### config.mk
export PLATFORM = sky130hd
export DESIGN_NAME = base91_encoder_top
export DESIGN_NICKNAME = d
export VERILOG_FILES = /design/src/hdl/b91enc_pkg.sv /design/src/hdl/base91_encoder_top.sv
export SDC_FILE = /design/constraint.sdc
export NUM_CORES = 1
export LEC_CHECK = 0
export ABC_AREA = 1
export BUFFER_PORTS_ARGS = -buffer_cell sky130_fd_sc_hd__buf_2
export CAP_MARGIN = 25
export CORE_ASPECT_RATIO = 1.75
export CORE_MARGIN = 5
export CORE_UTILIZATION = 50
export CTS_CLUSTER_SIZE = 10
export DETAILED_ROUTE_END_ITERATION = 10
export PLACE_DENSITY = 0.66
export SLEW_MARGIN = 40
export SYNTH_ARGS = -nofsm -noshare
export SYNTH_HDL_FRONTEND = slang
export SYNTH_SLANG_ARGS = --single-unit
export TNS_END_PERCENT = 50
### constraint.sdc
create_clock -name clk_i -period 27.7 [get_ports clk_i]
set_clock_uncertainty 0.2 [all_clocks]
set_input_delay 4.155 -clock clk_i [delete_from_list [all_inputs] [get_ports clk_i]]
set_output_delay 4.155 -clock clk_i [all_outputs]
set_load 0.005 [all_outputs]
### src/hdl/b91enc_pkg.sv
`timescale 1ns / 1ps
// ----------------------------------------------------------------------------
// b91enc_pkg
// Constants and helpers for the basE91 encoder: alphabet lookup,
// division by 91 and the saturating column add.
// ----------------------------------------------------------------------------
package b91enc_pkg;

  localparam int unsigned BYTE_W    = 8;
  localparam int unsigned QUEUE_W   = 13;
  localparam int unsigned COUNT_W   = 4;
  localparam int unsigned COL_W     = 11;
  localparam int unsigned BREAK_W   = 10;
  localparam int unsigned DIGIT_W   = 7;
  localparam int unsigned VALUE_W   = 14;
  localparam int unsigned SLOT_N    = 6;

  localparam logic [COL_W-1:0]   COL_MAX   = 11'd2047;
  localparam logic [BYTE_W-1:0]  NEWLINE   = 8'h0A;
  localparam logic [12:0]        SMALL_LIM = 13'd88;
  localparam logic [12:0]        FLUSH_LIM = 13'd90;
  localparam logic [13:0]        RADIX     = 14'd91;
  // ceil(2^20 / 91); exact quotient for every 14-bit value
  localparam logic [27:0]        RECIP     = 28'd11523;

  typedef logic [BYTE_W-1:0] char_t;

  function automatic char_t alpha91(input logic [DIGIT_W-1:0] idx);
    char_t ch;
    ch = 8'h41;
    if (idx < 7'd26) begin
      ch = 8'h41 + 8'(idx);
    end else if (idx < 7'd52) begin
      ch = 8'h61 + 8'(idx - 7'd26);
    end else if (idx < 7'd62) begin
      ch = 8'h30 + 8'(idx - 7'd52);
    end else begin
      case (idx)
        7'd62: ch = 8'h21;
        7'd63: ch = 8'h23;
        7'd64: ch = 8'h24;
        7'd65: ch = 8'h25;
        7'd66: ch = 8'h26;
        7'd67: ch = 8'h28;
        7'd68: ch = 8'h29;
        7'd69: ch = 8'h2A;
        7'd70: ch = 8'h2B;
        7'd71: ch = 8'h2C;
        7'd72: ch = 8'h2E;
        7'd73: ch = 8'h2F;
        7'd74: ch = 8'h3A;
        7'd75: ch = 8'h3B;
        7'd76: ch = 8'h3C;
        7'd77: ch = 8'h3D;
        7'd78: ch = 8'h3E;
        7'd79: ch = 8'h3F;
        7'd80: ch = 8'h40;
        7'd81: ch = 8'h5B;
        7'd82: ch = 8'h5D;
        7'd83: ch = 8'h5E;
        7'd84: ch = 8'h5F;
        7'd85: ch = 8'h60;
        7'd86: ch = 8'h7B;
        7'd87: ch = 8'h7C;
        7'd88: ch = 8'h7D;
        7'd89: ch = 8'h7E;
        7'd90: ch = 8'h22;
        default: ch = 8'h41;
      endcase
    end
    return ch;
  endfunction

  // {quotient, remainder} of v / 91; quotient stays below 91 for encoder values
  function automatic logic [2*DIGIT_W-1:0] divmod91(input logic [VALUE_W-1:0] v);
    logic [27:0]        prod;
    logic [7:0]         q;
    logic [VALUE_W-1:0] qm;
    logic [VALUE_W-1:0] r;
    prod = 28'(v) * RECIP;
    q    = prod[27:20];
    qm   = 14'(q) * RADIX;
    r    = v - qm;
    return {q[DIGIT_W-1:0], r[DIGIT_W-1:0]};
  endfunction

  function automatic logic [COL_W-1:0] col_add(input logic [COL_W-1:0] col,
                                               input logic [1:0] k);
    logic [COL_W:0] s;
    s = {1'b0, col} + (COL_W+1)'(k);
    return (s > {1'b0, COL_MAX}) ? COL_MAX : s[COL_W-1:0];
  endfunction

endpackage

### src/hdl/base91_encoder_top.sv
`timescale 1ns / 1ps
// ----------------------------------------------------------------------------
// base91_encoder_top
// Streaming basE91 encoder: one optional byte per item in, alphabet
// characters and newlines out, one character per handshake on the result side.
// ----------------------------------------------------------------------------
// Usage:
//   Input channel (in_valid_i / in_stall_o) carries data_byte_i, has_byte_i and
//   end_of_stream_i. Result channel (out_valid_o / out_stall_i) carries
//   out_char_o and last_of_run_o, which marks the final character of an item.
//   cfg_valid_i / cfg_ready_o writes the line break count (0: no breaks);
//   write it only while the block is idle.
//   An item is captured in an input register, then encoded into a six-slot
//   result register. The result register drains one character per cycle
//   while the receiver does not stall, and the next item loads in the cycle
//   its last character leaves, so the one-character result port sets the
//   pace of the stream.
//   A receiver stall holds the current character and backs up the input
//   channel once the input register is full.
//   Reset clears the bit queue, column count, break count and pending results.
// ----------------------------------------------------------------------------
module base91_encoder_top
  import b91enc_pkg::*;
(
  input  logic               clk_i,
  input  logic               rst_ni,
  input  logic               cfg_valid_i,
  output logic               cfg_ready_o,
  input  logic [BREAK_W-1:0] cfg_data_i,
  input  logic               in_valid_i,
  output logic               in_stall_o,
  input  logic [BYTE_W-1:0]  data_byte_i,
  input  logic               has_byte_i,
  input  logic               end_of_stream_i,
  output logic               out_valid_o,
  input  logic               out_stall_i,
  output logic [BYTE_W-1:0]  out_char_o,
  output logic               last_of_run_o
);

  logic [BREAK_W-1:0] brk_q;
  logic               item_vld_q;
  logic [BYTE_W-1:0]  item_byte_q;
  logic               item_has_q;
  logic               item_eos_q;
  logic [QUEUE_W-1:0] b_q, b_d;
  logic [COUNT_W-1:0] n_q, n_d;
  logic [COL_W-1:0]   col_q, col_d;
  logic [SLOT_N-1:0]  mask_q, mask_d;
  char_t              slot_q [4];
  char_t              slot_d [4];

  logic                 in_acc, out_acc, load;
  logic [20:0]          b_ext;
  logic [4:0]           n1;
  logic                 pair, take13, brk, f0, f1, nl2;
  logic [VALUE_W-1:0]   v;
  logic [QUEUE_W-1:0]   b2;
  logic [COUNT_W-1:0]   n2;
  logic [COL_W-1:0]     col_a, col_b, col_c;
  logic [2*DIGIT_W-1:0] dm_pair, dm_flush;

  assign cfg_ready_o = 1'b1;

  assign out_valid_o = |mask_q;
  assign out_acc     = out_valid_o && !out_stall_i;
  assign load        = item_vld_q && (!out_valid_o || ($onehot(mask_q) && out_acc));
  assign in_stall_o  = item_vld_q && !load;
  assign in_acc      = in_valid_i && !in_stall_o;

  always_comb begin
    b_ext  = 21'(b_q) | (21'(item_byte_q) << n_q);
    n1     = 5'(n_q) + 5'd8;
    pair   = item_has_q && (n1 > 5'd13);
    take13 = b_ext[12:0] > SMALL_LIM;
    v      = take13 ? {1'b0, b_ext[12:0]} : b_ext[13:0];
    if (pair) begin
      b2 = take13 ? 13'(b_ext >> 13) : 13'(b_ext >> 14);
      n2 = take13 ? 4'(n1 - 5'd13) : 4'(n1 - 5'd14);
    end else if (item_has_q) begin
      b2 = b_ext[12:0];
      n2 = n1[3:0];
    end else begin
      b2 = b_q;
      n2 = n_q;
    end
    col_a = pair ? col_add(col_q, 2'd2) : col_q;
    brk   = pair && (brk_q != '0) && (col_a >= 11'(brk_q));
    col_b = brk ? '0 : col_a;
    f0    = item_eos_q && (n2 != '0);
    f1    = f0 && ((n2 > 4'd7) || (b2 > FLUSH_LIM));
    col_c = col_add(col_b, 2'(f0) + 2'(f1));
    nl2   = item_eos_q && (col_c != '0);

    dm_pair  = divmod91(v);
    dm_flush = divmod91({1'b0, b2});
    slot_d[0] = alpha91(dm_pair[DIGIT_W-1:0]);
    slot_d[1] = alpha91(dm_pair[2*DIGIT_W-1:DIGIT_W]);
    slot_d[2] = alpha91(dm_flush[DIGIT_W-1:0]);
    slot_d[3] = alpha91(dm_flush[2*DIGIT_W-1:DIGIT_W]);

    if (item_eos_q) begin
      b_d   = '0;
      n_d   = '0;
      col_d = '0;
    end else begin
      b_d   = b2;
      n_d   = n2;
      col_d = col_b;
    end

    if (load) begin
      mask_d = {nl2, f1, f0, brk, pair, pair};
    end else if (out_acc) begin
      mask_d = mask_q & (mask_q - SLOT_N'(1));
    end else begin
      mask_d = mask_q;
    end
  end

  always_comb begin
    if (mask_q[0]) begin
      out_char_o = slot_q[0];
    end else if (mask_q[1]) begin
      out_char_o = slot_q[1];
    end else if (mask_q[2]) begin
      out_char_o = NEWLINE;
    end else if (mask_q[3]) begin
      out_char_o = slot_q[2];
    end else if (mask_q[4]) begin
      out_char_o = slot_q[3];
    end else begin
      out_char_o = NEWLINE;
    end
    last_of_run_o = $onehot(mask_q);
  end

  always_ff @(posedge clk_i or negedge rst_ni) begin
    if (!rst_ni) begin
      brk_q      <= '0;
      item_vld_q <= 1'b0;
      b_q        <= '0;
      n_q        <= '0;
      col_q      <= '0;
      mask_q     <= '0;
    end else begin
      if (cfg_valid_i && cfg_ready_o) begin
        brk_q <= cfg_data_i;
      end
      if (in_acc) begin
        item_vld_q <= 1'b1;
      end else if (load) begin
        item_vld_q <= 1'b0;
      end
      if (load) begin
        b_q   <= b_d;
        n_q   <= n_d;
        col_q <= col_d;
      end
      mask_q <= mask_d;
    end
  end

  always_ff @(posedge clk_i) begin
    if (in_acc) begin
      item_byte_q <= data_byte_i;
      item_has_q  <= has_byte_i;
      item_eos_q  <= end_of_stream_i;
    end
    if (load) begin
      slot_q <= slot_d;
    end
  end

  assert property (@(posedge clk_i) disable iff (!rst_ni) n_q <= 4'd13)
    else $error("bit queue count above 13");

  assert property (@(posedge clk_i) disable iff (!rst_ni)
    (load && item_eos_q) |=> (b_q == '0 && n_q == '0 && col_q == '0))
    else $error("state not cleared after end of stream");

  assert property (@(posedge clk_i) disable iff (!rst_ni)
    (out_acc && last_of_run_o) |=> (mask_q == '0 || $past(load)))
    else $error("results left after last item character");

endmodule

==> results of run 1 <==
worst reg2reg max path, delay by kind of cell, from the launching register on:
kind                     cells  cell delay, ns
AO/OA/AOI/OAI               10            2.48
XOR/XNOR                     2            1.07
adder cells (fa/ha/maj)     12            4.75
flip-flops                   1            0.61
buffers and inverters       13            1.25
AND/OR/NAND/NOR             13            1.48
cell usage in the layout (no fill, tap or decap), types with 4 or more instances in the layout:
| cell type | instances |
|---|---|
| sky130_fd_sc_hd__nand2_2 | 22 |
| sky130_fd_sc_hd__nand3_2 | 16 |
| sky130_fd_sc_hd__inv_2 | 12 |
| sky130_fd_sc_hd__dfrtp_1 | 45 |
| sky130_fd_sc_hd__nand4_1 | 26 |
| sky130_fd_sc_hd__o31ai_1 | 6 |
| sky130_fd_sc_hd__clkinv_1 | 8 |
| sky130_fd_sc_hd__edfxtp_1 | 42 |
| sky130_fd_sc_hd__o211ai_1 | 35 |
| sky130_fd_sc_hd__xnor2_1 | 14 |
| sky130_fd_sc_hd__a31oi_1 | 5 |
| sky130_fd_sc_hd__a21oi_1 | 82 |
| sky130_fd_sc_hd__conb_1 | 5 |
| sky130_fd_sc_hd__o311ai_0 | 6 |
| sky130_fd_sc_hd__o221ai_1 | 4 |
| sky130_fd_sc_hd__inv_1 | 389 |
| sky130_fd_sc_hd__a211oi_1 | 4 |
| sky130_fd_sc_hd__nor4_1 | 7 |
| sky130_fd_sc_hd__xor2_1 | 35 |
| sky130_fd_sc_hd__o21bai_1 | 6 |
| sky130_fd_sc_hd__buf_2 | 35 |
| sky130_fd_sc_hd__o22ai_1 | 34 |
| sky130_fd_sc_hd__nor2_1 | 127 |
| sky130_fd_sc_hd__nor3_1 | 34 |
| sky130_fd_sc_hd__clkbuf_16 | 9 |
| sky130_fd_sc_hd__ha_1 | 306 |
| sky130_fd_sc_hd__nand2_1 | 349 |
| sky130_fd_sc_hd__nand3_1 | 132 |
| sky130_fd_sc_hd__fa_1 | 76 |
| sky130_fd_sc_hd__buf_4 | 6 |
| sky130_fd_sc_hd__or2_2 | 11 |
| sky130_fd_sc_hd__nand3b_1 | 4 |
| sky130_fd_sc_hd__a21o_1 | 4 |
| sky130_fd_sc_hd__a22oi_1 | 8 |
| sky130_fd_sc_hd__nand2_4 | 8 |
| sky130_fd_sc_hd__o21ai_1 | 15 |
| sky130_fd_sc_hd__o21ai_0 | 95 |
per-stage QoR:
| step | std cells | util (%) | setup WS, ns |
|---|---|---|---|
| floorplan | 2063 | - | 17.46 |
| global placement | 2458 | 52.39 | 15.78 |
| detailed placement | 2458 | 52.39 | 15.65 |
| CTS | 2474 | 53.47 | 15.63 |
| global route | 2474 | 53.49 | 14.78 |
| finish | 2474 | 53.49 | 15.62 |
flip-flops by register name (all words and copies together), names as in the netlist:
signal,count
b_q,13
brk_q,10
col_q,11
item_byte_q,8
item_eos_q,1
item_has_q,1
item_vld_q,1
mask_q,6
n_q,4
slot_q,32
path summary, 6_finish.rpt:
check / to / slack [ns] / depth (start not counted)
max: slot_q[12]$_DFFE_PP_ / 15.62 / 50
min: col_q[0]$_DFFE_PN0P_ / 0.32 / 2
max reg2reg: slot_q[12]$_DFFE_PP_ / 15.62 / 50
min reg2reg: col_q[0]$_DFFE_PN0P_ / 0.32 / 2
max in group asynchronous: b_q[12]$_DFFE_PN0P_ / 23.16 / 2
min in group asynchronous: item_vld_q$_DFFE_PN0P_ / 3.68 / 2
routing by layer:
metal	up-vias	routed length, um
met5	-	0
met3	150	952
met2	336	23380
met4	0	3069
li1	6855	-
met1	6516	15930
area by class of cell:
type / count / share of cell area, %
clock inverter: 7 / 0.6621
timing repair buffer: 41 / 1.339
tap: 391 / 2.976
multi-input combinational: 1528 / 69.69
clock buffer: 9 / 1.370
sequential: 87 / 14.52
inverter: 411 / 9.444
cell families after synthesis:
group	Yosys count	synth area share [%]
buf+inv	448	11.26
simple gates	753	22.45
fa+ha+maj	382	34.35
xor+xnor	53	3.318
other cells	2	0.04822
mux	1	0.07230
flops	87	15.33
compound gates	334	13.17
==> flow_results.xml, run 1 <==
<?xml version="1.0" encoding="UTF-8"?>
<metrics>
  <group name="setup_path">
    <metric name="path_max_fanout" unit="">13</metric>
    <metric name="critical_path.startpoint" unit="">n_q[0]$_DFFE_PN0P_</metric>
    <metric name="critPathSlowestCell" unit="">sky130_fd_sc_hd__xor2_1</metric>
    <metric name="crit_type" unit="">flop to flop</metric>
    <metric name="critical_path.startpoint_type" unit="">flop</metric>
    <metric name="path_delay_family" unit="">adder cells</metric>
    <metric name="cp.buffers_inverters" unit="">13</metric>
    <metric name="cpMostUsedCell" unit="">sky130_fd_sc_hd__inv_1</metric>
    <metric name="critical_path.max_stage_delay" unit="ns">0.71</metric>
    <metric name="worst-endpoint-arrival" unit="ns">12.01</metric>
    <metric name="worst-endpoint-required" unit="ns">27.63</metric>
    <metric name="end_kind" unit="">flop</metric>
    <metric name="crit-reg2reg-launch" unit="">n_q[0]$_DFFE_PN0P_</metric>
  </group>
  <group name="grt">
    <metric name="met3_usage" unit="%">2.060</metric>
    <metric name="grt_first_pass_wirelength" unit="um">70760</metric>
    <metric name="initial_antenna_violation_count" unit="">0</metric>
    <metric name="first_global_vias" unit="">14360</metric>
    <metric name="met2_global_route_usage" unit="%">48.15</metric>
    <metric name="grt_remaining_overflow" unit="">0</metric>
    <metric name="maximum_number_of_pins_on_one_net_before_global_route_repair" unit="">63</metric>
    <metric name="groute.layer.met1.usage" unit="%">26.02</metric>
    <metric name="global_route.peak_usage_layer" unit="">met2</metric>
    <metric name="track_usage" unit="%">25.37</metric>
  </group>
  <group name="finish">
    <metric name="nNetsFinal" unit="">2485</metric>
    <metric name="fin_area" unit="um2">16440</metric>
    <metric name="sequential_cell_area" unit="um2">2387</metric>
    <metric name="antenna_cells" unit="">0</metric>
    <metric name="n_fill_cell" unit="">2971</metric>
    <metric name="drive_above_1_share" unit="%">7.441</metric>
    <metric name="area_growth_syn_to_layout" unit="%">5.559</metric>
    <metric name="combined_area_of_the_multi_input_logic_cells" unit="um2">11460</metric>
  </group>
  <group name="sta">
    <metric name="max-slew-margin-rel" unit="%">41.74</metric>
    <metric name="final-max-slew-violation-count" unit="">0</metric>
    <metric name="hold_violations" unit="">0</metric>
    <metric name="whs" unit="ns">0.3221</metric>
    <metric name="setup_viol" unit="">0</metric>
    <metric name="timing.final.crit_period" unit="ns">12.08</metric>
    <metric name="min_period_over_period" unit="%">43.61</metric>
    <metric name="setup-tns-final" unit="ns">0</metric>
    <metric name="rsz0062_at_grt" unit="">false</metric>
    <metric name="worstMarginPinSlew" unit="ns">0.8710</metric>
    <metric name="fmax" unit="GHz">0.08279</metric>
  </group>
  <group name="synthesis">
    <metric name="syn-instance-count" unit="">2060</metric>
    <metric name="yosys-top-cells-count" unit="">390 x sky130_fd_sc_hd__inv_1, 349 x sky130_fd_sc_hd__nand2_1, 306 x sky130_fd_sc_hd__ha_1, 132 x sky130_fd_sc_hd__nand3_1, 128 x sky130_fd_sc_hd__nor2_1</metric>
    <metric name="synth_async_sr_flop_share" unit="%">51.72</metric>
    <metric name="post-synth-top-count-cell" unit="">sky130_fd_sc_hd__inv_1</metric>
    <metric name="synth.ff_latch_count" unit="">87</metric>
    <metric name="synth_edf_count" unit="">42</metric>
    <metric name="synth_largest_type_area_fraction" unit="%">24.58</metric>
    <metric name="synth_area" unit="um2">15570</metric>
    <metric name="synth_area_per_cell" unit="um2">7.561</metric>
    <metric name="post_synth_main_area_contributors" unit="">sky130_fd_sc_hd__ha_1 25%, sky130_fd_sc_hd__fa_1 9.8%, sky130_fd_sc_hd__inv_1 9.4%, sky130_fd_sc_hd__nand2_1 8.4%, sky130_fd_sc_hd__edfxtp_1 8.1%</metric>
    <metric name="yosys_most_used_dff" unit="">sky130_fd_sc_hd__dfrtp_1</metric>
    <metric name="yosys.area.top_type" unit="">sky130_fd_sc_hd__ha_1</metric>
    <metric name="distinct_cells_synth" unit="">73</metric>
    <metric name="synth.yosys.warnings" unit="">0</metric>
    <metric name="yosysSeqAreaShare" unit="%">15.33</metric>
  </group>
  <group name="routing">
    <metric name="wirelength" unit="um">43330</metric>
    <metric name="post_drt_wl_per_cell" unit="um">17.51</metric>
    <metric name="avgViaCountPerCell" unit="">5.601</metric>
    <metric name="drt_pre_antenna_iters" unit="">6</metric>
    <metric name="count_of_vias_placed_by_the_detailed_router" unit="">13860</metric>
    <metric name="drt_iter0_markers" unit="">768</metric>
    <metric name="antenna_left" unit="">0</metric>
    <metric name="drt_drc_violations_left" unit="">0</metric>
  </group>
  <group name="clock_network">
    <metric name="cts.reportedPaths.clkPinSlew" unit="ns">0.07</metric>
    <metric name="post_cts.resized_instances" unit="">0</metric>
    <metric name="cts_htree_levels" unit="">3</metric>
    <metric name="post_cts_hold_buffer_count" unit="">0</metric>
    <metric name="worst_skew_pair_later_pin_latency" unit="ns">0.38</metric>
    <metric name="ctsRootBufferMaster" unit="">sky130_fd_sc_hd__clkbuf_16</metric>
    <metric name="cts_setup_buffers" unit="">0</metric>
    <metric name="clock_sink_count" unit="">87</metric>
    <metric name="tritoncts" unit="">built</metric>
    <metric name="cts_inserted_buffers" unit="">9</metric>
    <metric name="cts_max_path_buffers" unit="">2</metric>
  </group>
  <group name="hold_path">
    <metric name="holdCritStartpoint" unit="">col_q[0]$_DFFE_PN0P_</metric>
    <metric name="path_type_of_the_worst_min_delay_path" unit="">flop to flop</metric>
  </group>
  <group name="placed_design">
    <metric name="placed_cell_area" unit="um2">16100</metric>
    <metric name="gp_congestion" unit="">0.9929</metric>
    <metric name="place.port_buffers" unit="">35</metric>
    <metric name="post-dp-hpwl" unit="um">36350</metric>
  </group>
  <group name="outcome">
    <metric name="outcome" unit="">finished clean</metric>
  </group>
  <group name="floorplan">
    <metric name="die_area" unit="um2">34920</metric>
    <metric name="number_of_core_rows" unit="">85</metric>
    <metric name="die_y" unit="um">243.5</metric>
    <metric name="chipWidth" unit="um">143.4</metric>
    <metric name="num_io_pins" unit="">37</metric>
    <metric name="floorplan.initialDensity" unit="%">50.67</metric>
    <metric name="core_area" unit="um2">30740</metric>
  </group>
  <group name="flow_run">
    <metric name="max_cap_violations" unit="">0</metric>
  </group>
</metrics>
Power of run 1 is not shown: default switching activity piles up to over one toggle a cycle in this logic, so the estimate is an artifact.
==> run 2, diff against run 1 <==
Settings changed: PLACE_DENSITY 0.66 to 0.69.
Clock period 27.7 ns to 10.2 ns, I/O delays scaled along.
==> run 2 against run 1 <==
- register-to-register slack lost 15 ns
- maximum frequency grew 22%
- setup slack lost 15 ns
- wire length grew 2.1%
- first-iteration DRC count shrank 10%
- via count grew 3.0%
- cell count grew 4.0%
- core utilization grew 4.3 points
- sequential cell count is the same
==> flow_results.xml, run 2 (synthesis results as in run 1) <==
<?xml version="1.0" encoding="UTF-8"?>
<metrics>
  <group name="routing">
    <metric name="post_drt_wl_per_cell" unit="um">17.20</metric>
    <metric name="drt_pre_antenna_iters" unit="">6</metric>
    <metric name="drt_iter0_markers" unit="">689</metric>
    <metric name="wirelength" unit="um">44240</metric>
    <metric name="count_of_vias_placed_by_the_detailed_router" unit="">14280</metric>
    <metric name="drt_drc_violations_left" unit="">0</metric>
    <metric name="avgViaCountPerCell" unit="">5.551</metric>
    <metric name="antenna_left" unit="">0</metric>
  </group>
  <group name="sta">
    <metric name="whs" unit="ns">0.3383</metric>
    <metric name="hold_violations" unit="">0</metric>
    <metric name="worstMarginPinSlew" unit="ns">0.8049</metric>
    <metric name="rsz0062_at_grt" unit="">true</metric>
    <metric name="timing.final.crit_period" unit="ns">9.872</metric>
    <metric name="min_period_over_period" unit="%">96.78</metric>
    <metric name="final_critical_path_setup_slack" unit="ns">0.3284</metric>
    <metric name="setup_viol" unit="">0</metric>
    <metric name="max-slew-margin-rel" unit="%">45.77</metric>
    <metric name="final-max-slew-violation-count" unit="">0</metric>
    <metric name="fmax" unit="GHz">0.1013</metric>
  </group>
  <group name="grt">
    <metric name="first_global_vias" unit="">14420</metric>
    <metric name="grt_remaining_overflow" unit="">0</metric>
    <metric name="track_usage" unit="%">25.10</metric>
    <metric name="maximum_number_of_pins_on_one_net_before_global_route_repair" unit="">63</metric>
    <metric name="grt_first_pass_wirelength" unit="um">70410</metric>
    <metric name="initial_antenna_violation_count" unit="">0</metric>
  </group>
  <group name="finish">
    <metric name="largest_registers" unit="">slot_q (32), b_q (13), col_q (11)</metric>
    <metric name="layout_commonest_cell" unit="">sky130_fd_sc_hd__inv_1</metric>
    <metric name="nNetsFinal" unit="">2583</metric>
    <metric name="final_cell_count_without_fillers" unit="">2572</metric>
    <metric name="layout_common_cells" unit="">381 x sky130_fd_sc_hd__inv_1, 319 x sky130_fd_sc_hd__nand2_1, 293 x sky130_fd_sc_hd__ha_1</metric>
    <metric name="regMostFlops" unit="">slot_q</metric>
    <metric name="antenna_cells" unit="">0</metric>
    <metric name="area_growth_syn_to_layout" unit="%">13.95</metric>
    <metric name="drive_above_1_share" unit="%">16.28</metric>
    <metric name="largest_register_ff_count" unit="">32</metric>
  </group>
  <group name="setup_path">
    <metric name="crit_type" unit="">flop to flop</metric>
    <metric name="path_max_fanout" unit="">8</metric>
    <metric name="cpMostUsedCell" unit="">sky130_fd_sc_hd__inv_1</metric>
    <metric name="worst-endpoint-required" unit="ns">10.12</metric>
    <metric name="critPathSlowestCell" unit="">sky130_fd_sc_hd__fa_1</metric>
    <metric name="critical_path.max_stage_delay" unit="ns">0.54</metric>
    <metric name="critical_path.startpoint" unit="">n_q[0]$_DFFE_PN0P_</metric>
    <metric name="cp.buffers_inverters" unit="">13</metric>
    <metric name="timing.reg2reg.setup_slack" unit="ns">0.33</metric>
    <metric name="timing.rr.end" unit="">slot_q[10]$_DFFE_PP_</metric>
    <metric name="worst_case_reg_to_reg_path_depth" unit="">55</metric>
    <metric name="critical_path.startpoint_type" unit="">flop</metric>
    <metric name="path_delay_family" unit="">adder cells</metric>
    <metric name="worst-endpoint-arrival" unit="ns">9.80</metric>
    <metric name="crit-reg2reg-launch" unit="">n_q[0]$_DFFE_PN0P_</metric>
    <metric name="end_kind" unit="">flop</metric>
  </group>
  <group name="outcome">
    <metric name="outcome" unit="">finished clean</metric>
  </group>
  <group name="floorplan">
    <metric name="die_area" unit="um2">34920</metric>
    <metric name="chipWidth" unit="um">143.4</metric>
    <metric name="die_y" unit="um">243.5</metric>
    <metric name="num_io_pins" unit="">37</metric>
    <metric name="number_of_core_rows" unit="">85</metric>
    <metric name="core_area" unit="um2">30740</metric>
    <metric name="floorplan.initialDensity" unit="%">50.67</metric>
  </group>
  <group name="placed_design">
    <metric name="post-place-ws" unit="ns">-0.1767</metric>
    <metric name="dp.cells" unit="">2520</metric>
    <metric name="place.port_buffers" unit="">35</metric>
    <metric name="post-dp-hpwl" unit="um">36590</metric>
    <metric name="gp_congestion" unit="">1.001</metric>
  </group>
  <group name="clock_network">
    <metric name="post_cts_hold_buffer_count" unit="">0</metric>
    <metric name="cts_max_path_buffers" unit="">2</metric>
    <metric name="tritoncts" unit="">built</metric>
    <metric name="clock_sink_count" unit="">87</metric>
    <metric name="cts_inserted_buffers" unit="">9</metric>
    <metric name="cts_htree_levels" unit="">3</metric>
    <metric name="worst_skew_pair_later_pin_latency" unit="ns">0.37</metric>
    <metric name="ctsRootBufferMaster" unit="">sky130_fd_sc_hd__clkbuf_16</metric>
    <metric name="cts.reportedPaths.clkPinSlew" unit="ns">0.08</metric>
  </group>
  <group name="hold_path">
    <metric name="hold_depth" unit="">2</metric>
    <metric name="path_type_of_the_worst_min_delay_path" unit="">flop to flop</metric>
    <metric name="holdCritStartpoint" unit="">col_q[5]$_DFFE_PN0P_</metric>
    <metric name="worstHoldEndpoint" unit="">col_q[5]$_DFFE_PN0P_</metric>
  </group>
  <group name="flow_run">
    <metric name="max_cap_violations" unit="">0</metric>
  </group>
</metrics>
## run 2: metal layers
metal	up-vias	global-route usage, %	routed length (um)
met5	-	0	0
met4	0	14.38	2846
met3	149	1.471	1239
met2	375	48.61	24350
met1	6695	25.80	15810
li1	7059	-	-
## run 2: cell type report
class                           instances  area, um2
Fill cell                            2886      12990
Multi-Input combinational cell       1530      12030
Sequential cell                        87       2390
Inverter                              411       1572
Timing Repair Buffer                  137      964.7
Tap cell                              391      489.2
Clock buffer                            9      225.2
Clock inverter                          7      75.07
## run 2: worst max-delay path by stage
| stage | to | slack (ns) | cells past startpoint |
|---|---|---|---|
| 6_report | slot_q[10]$_DFFE_PP_ | 0.33 | 55 |
| 5_1_grt | slot_q[10]$_DFFE_PP_ | -0.19 | 56 |
| 4_1_cts | slot_q[10]$_DFFE_PP_ | 0.008 | 56 |
| 3_5_place_dp | slot_q[10]$_DFFE_PP_ | -0.18 | 55 |
| 3_3_place_gp | slot_q[12]$_DFFE_PP_ | -0.02 | 56 |
| 2_1_floorplan | slot_q[11]$_DFFE_PP_ | 0.14 | 57 |
## run 2: per-stage QoR
stage | setup TNS [ns] | area (um2) | utilization (%)
2_1_floorplan | 0 | 15590 | -
3_3_place_gp | -0.01551 | 16570 | 53.90
3_5_place_dp | -1.028 | 16570 | 53.90
4_1_cts | 0 | 16910 | 55.01
5_1_grt | -1.830 | 17750 | 57.74
6_report | 0 | 17750 | 57.74
## run 2: timing repair
item,4_1_cts,5_1_grt
endpoints found under the setup margin,7,14
gates cloned,0,2
setup buffers,1,33
resized for setup,12,126
pin swaps,3,43
hold endpoints to repair,0,0
## run 2: tightest hold or removal path, stage by stage, from the launching register on
cell,delay [ns]
sky130_fd_sc_hd__dfrtp_1,0.38
sky130_fd_sc_hd__nand2_1,0.06
sky130_fd_sc_hd__o21ai_0,0.06
Power of run 2 is left out for the same reason.
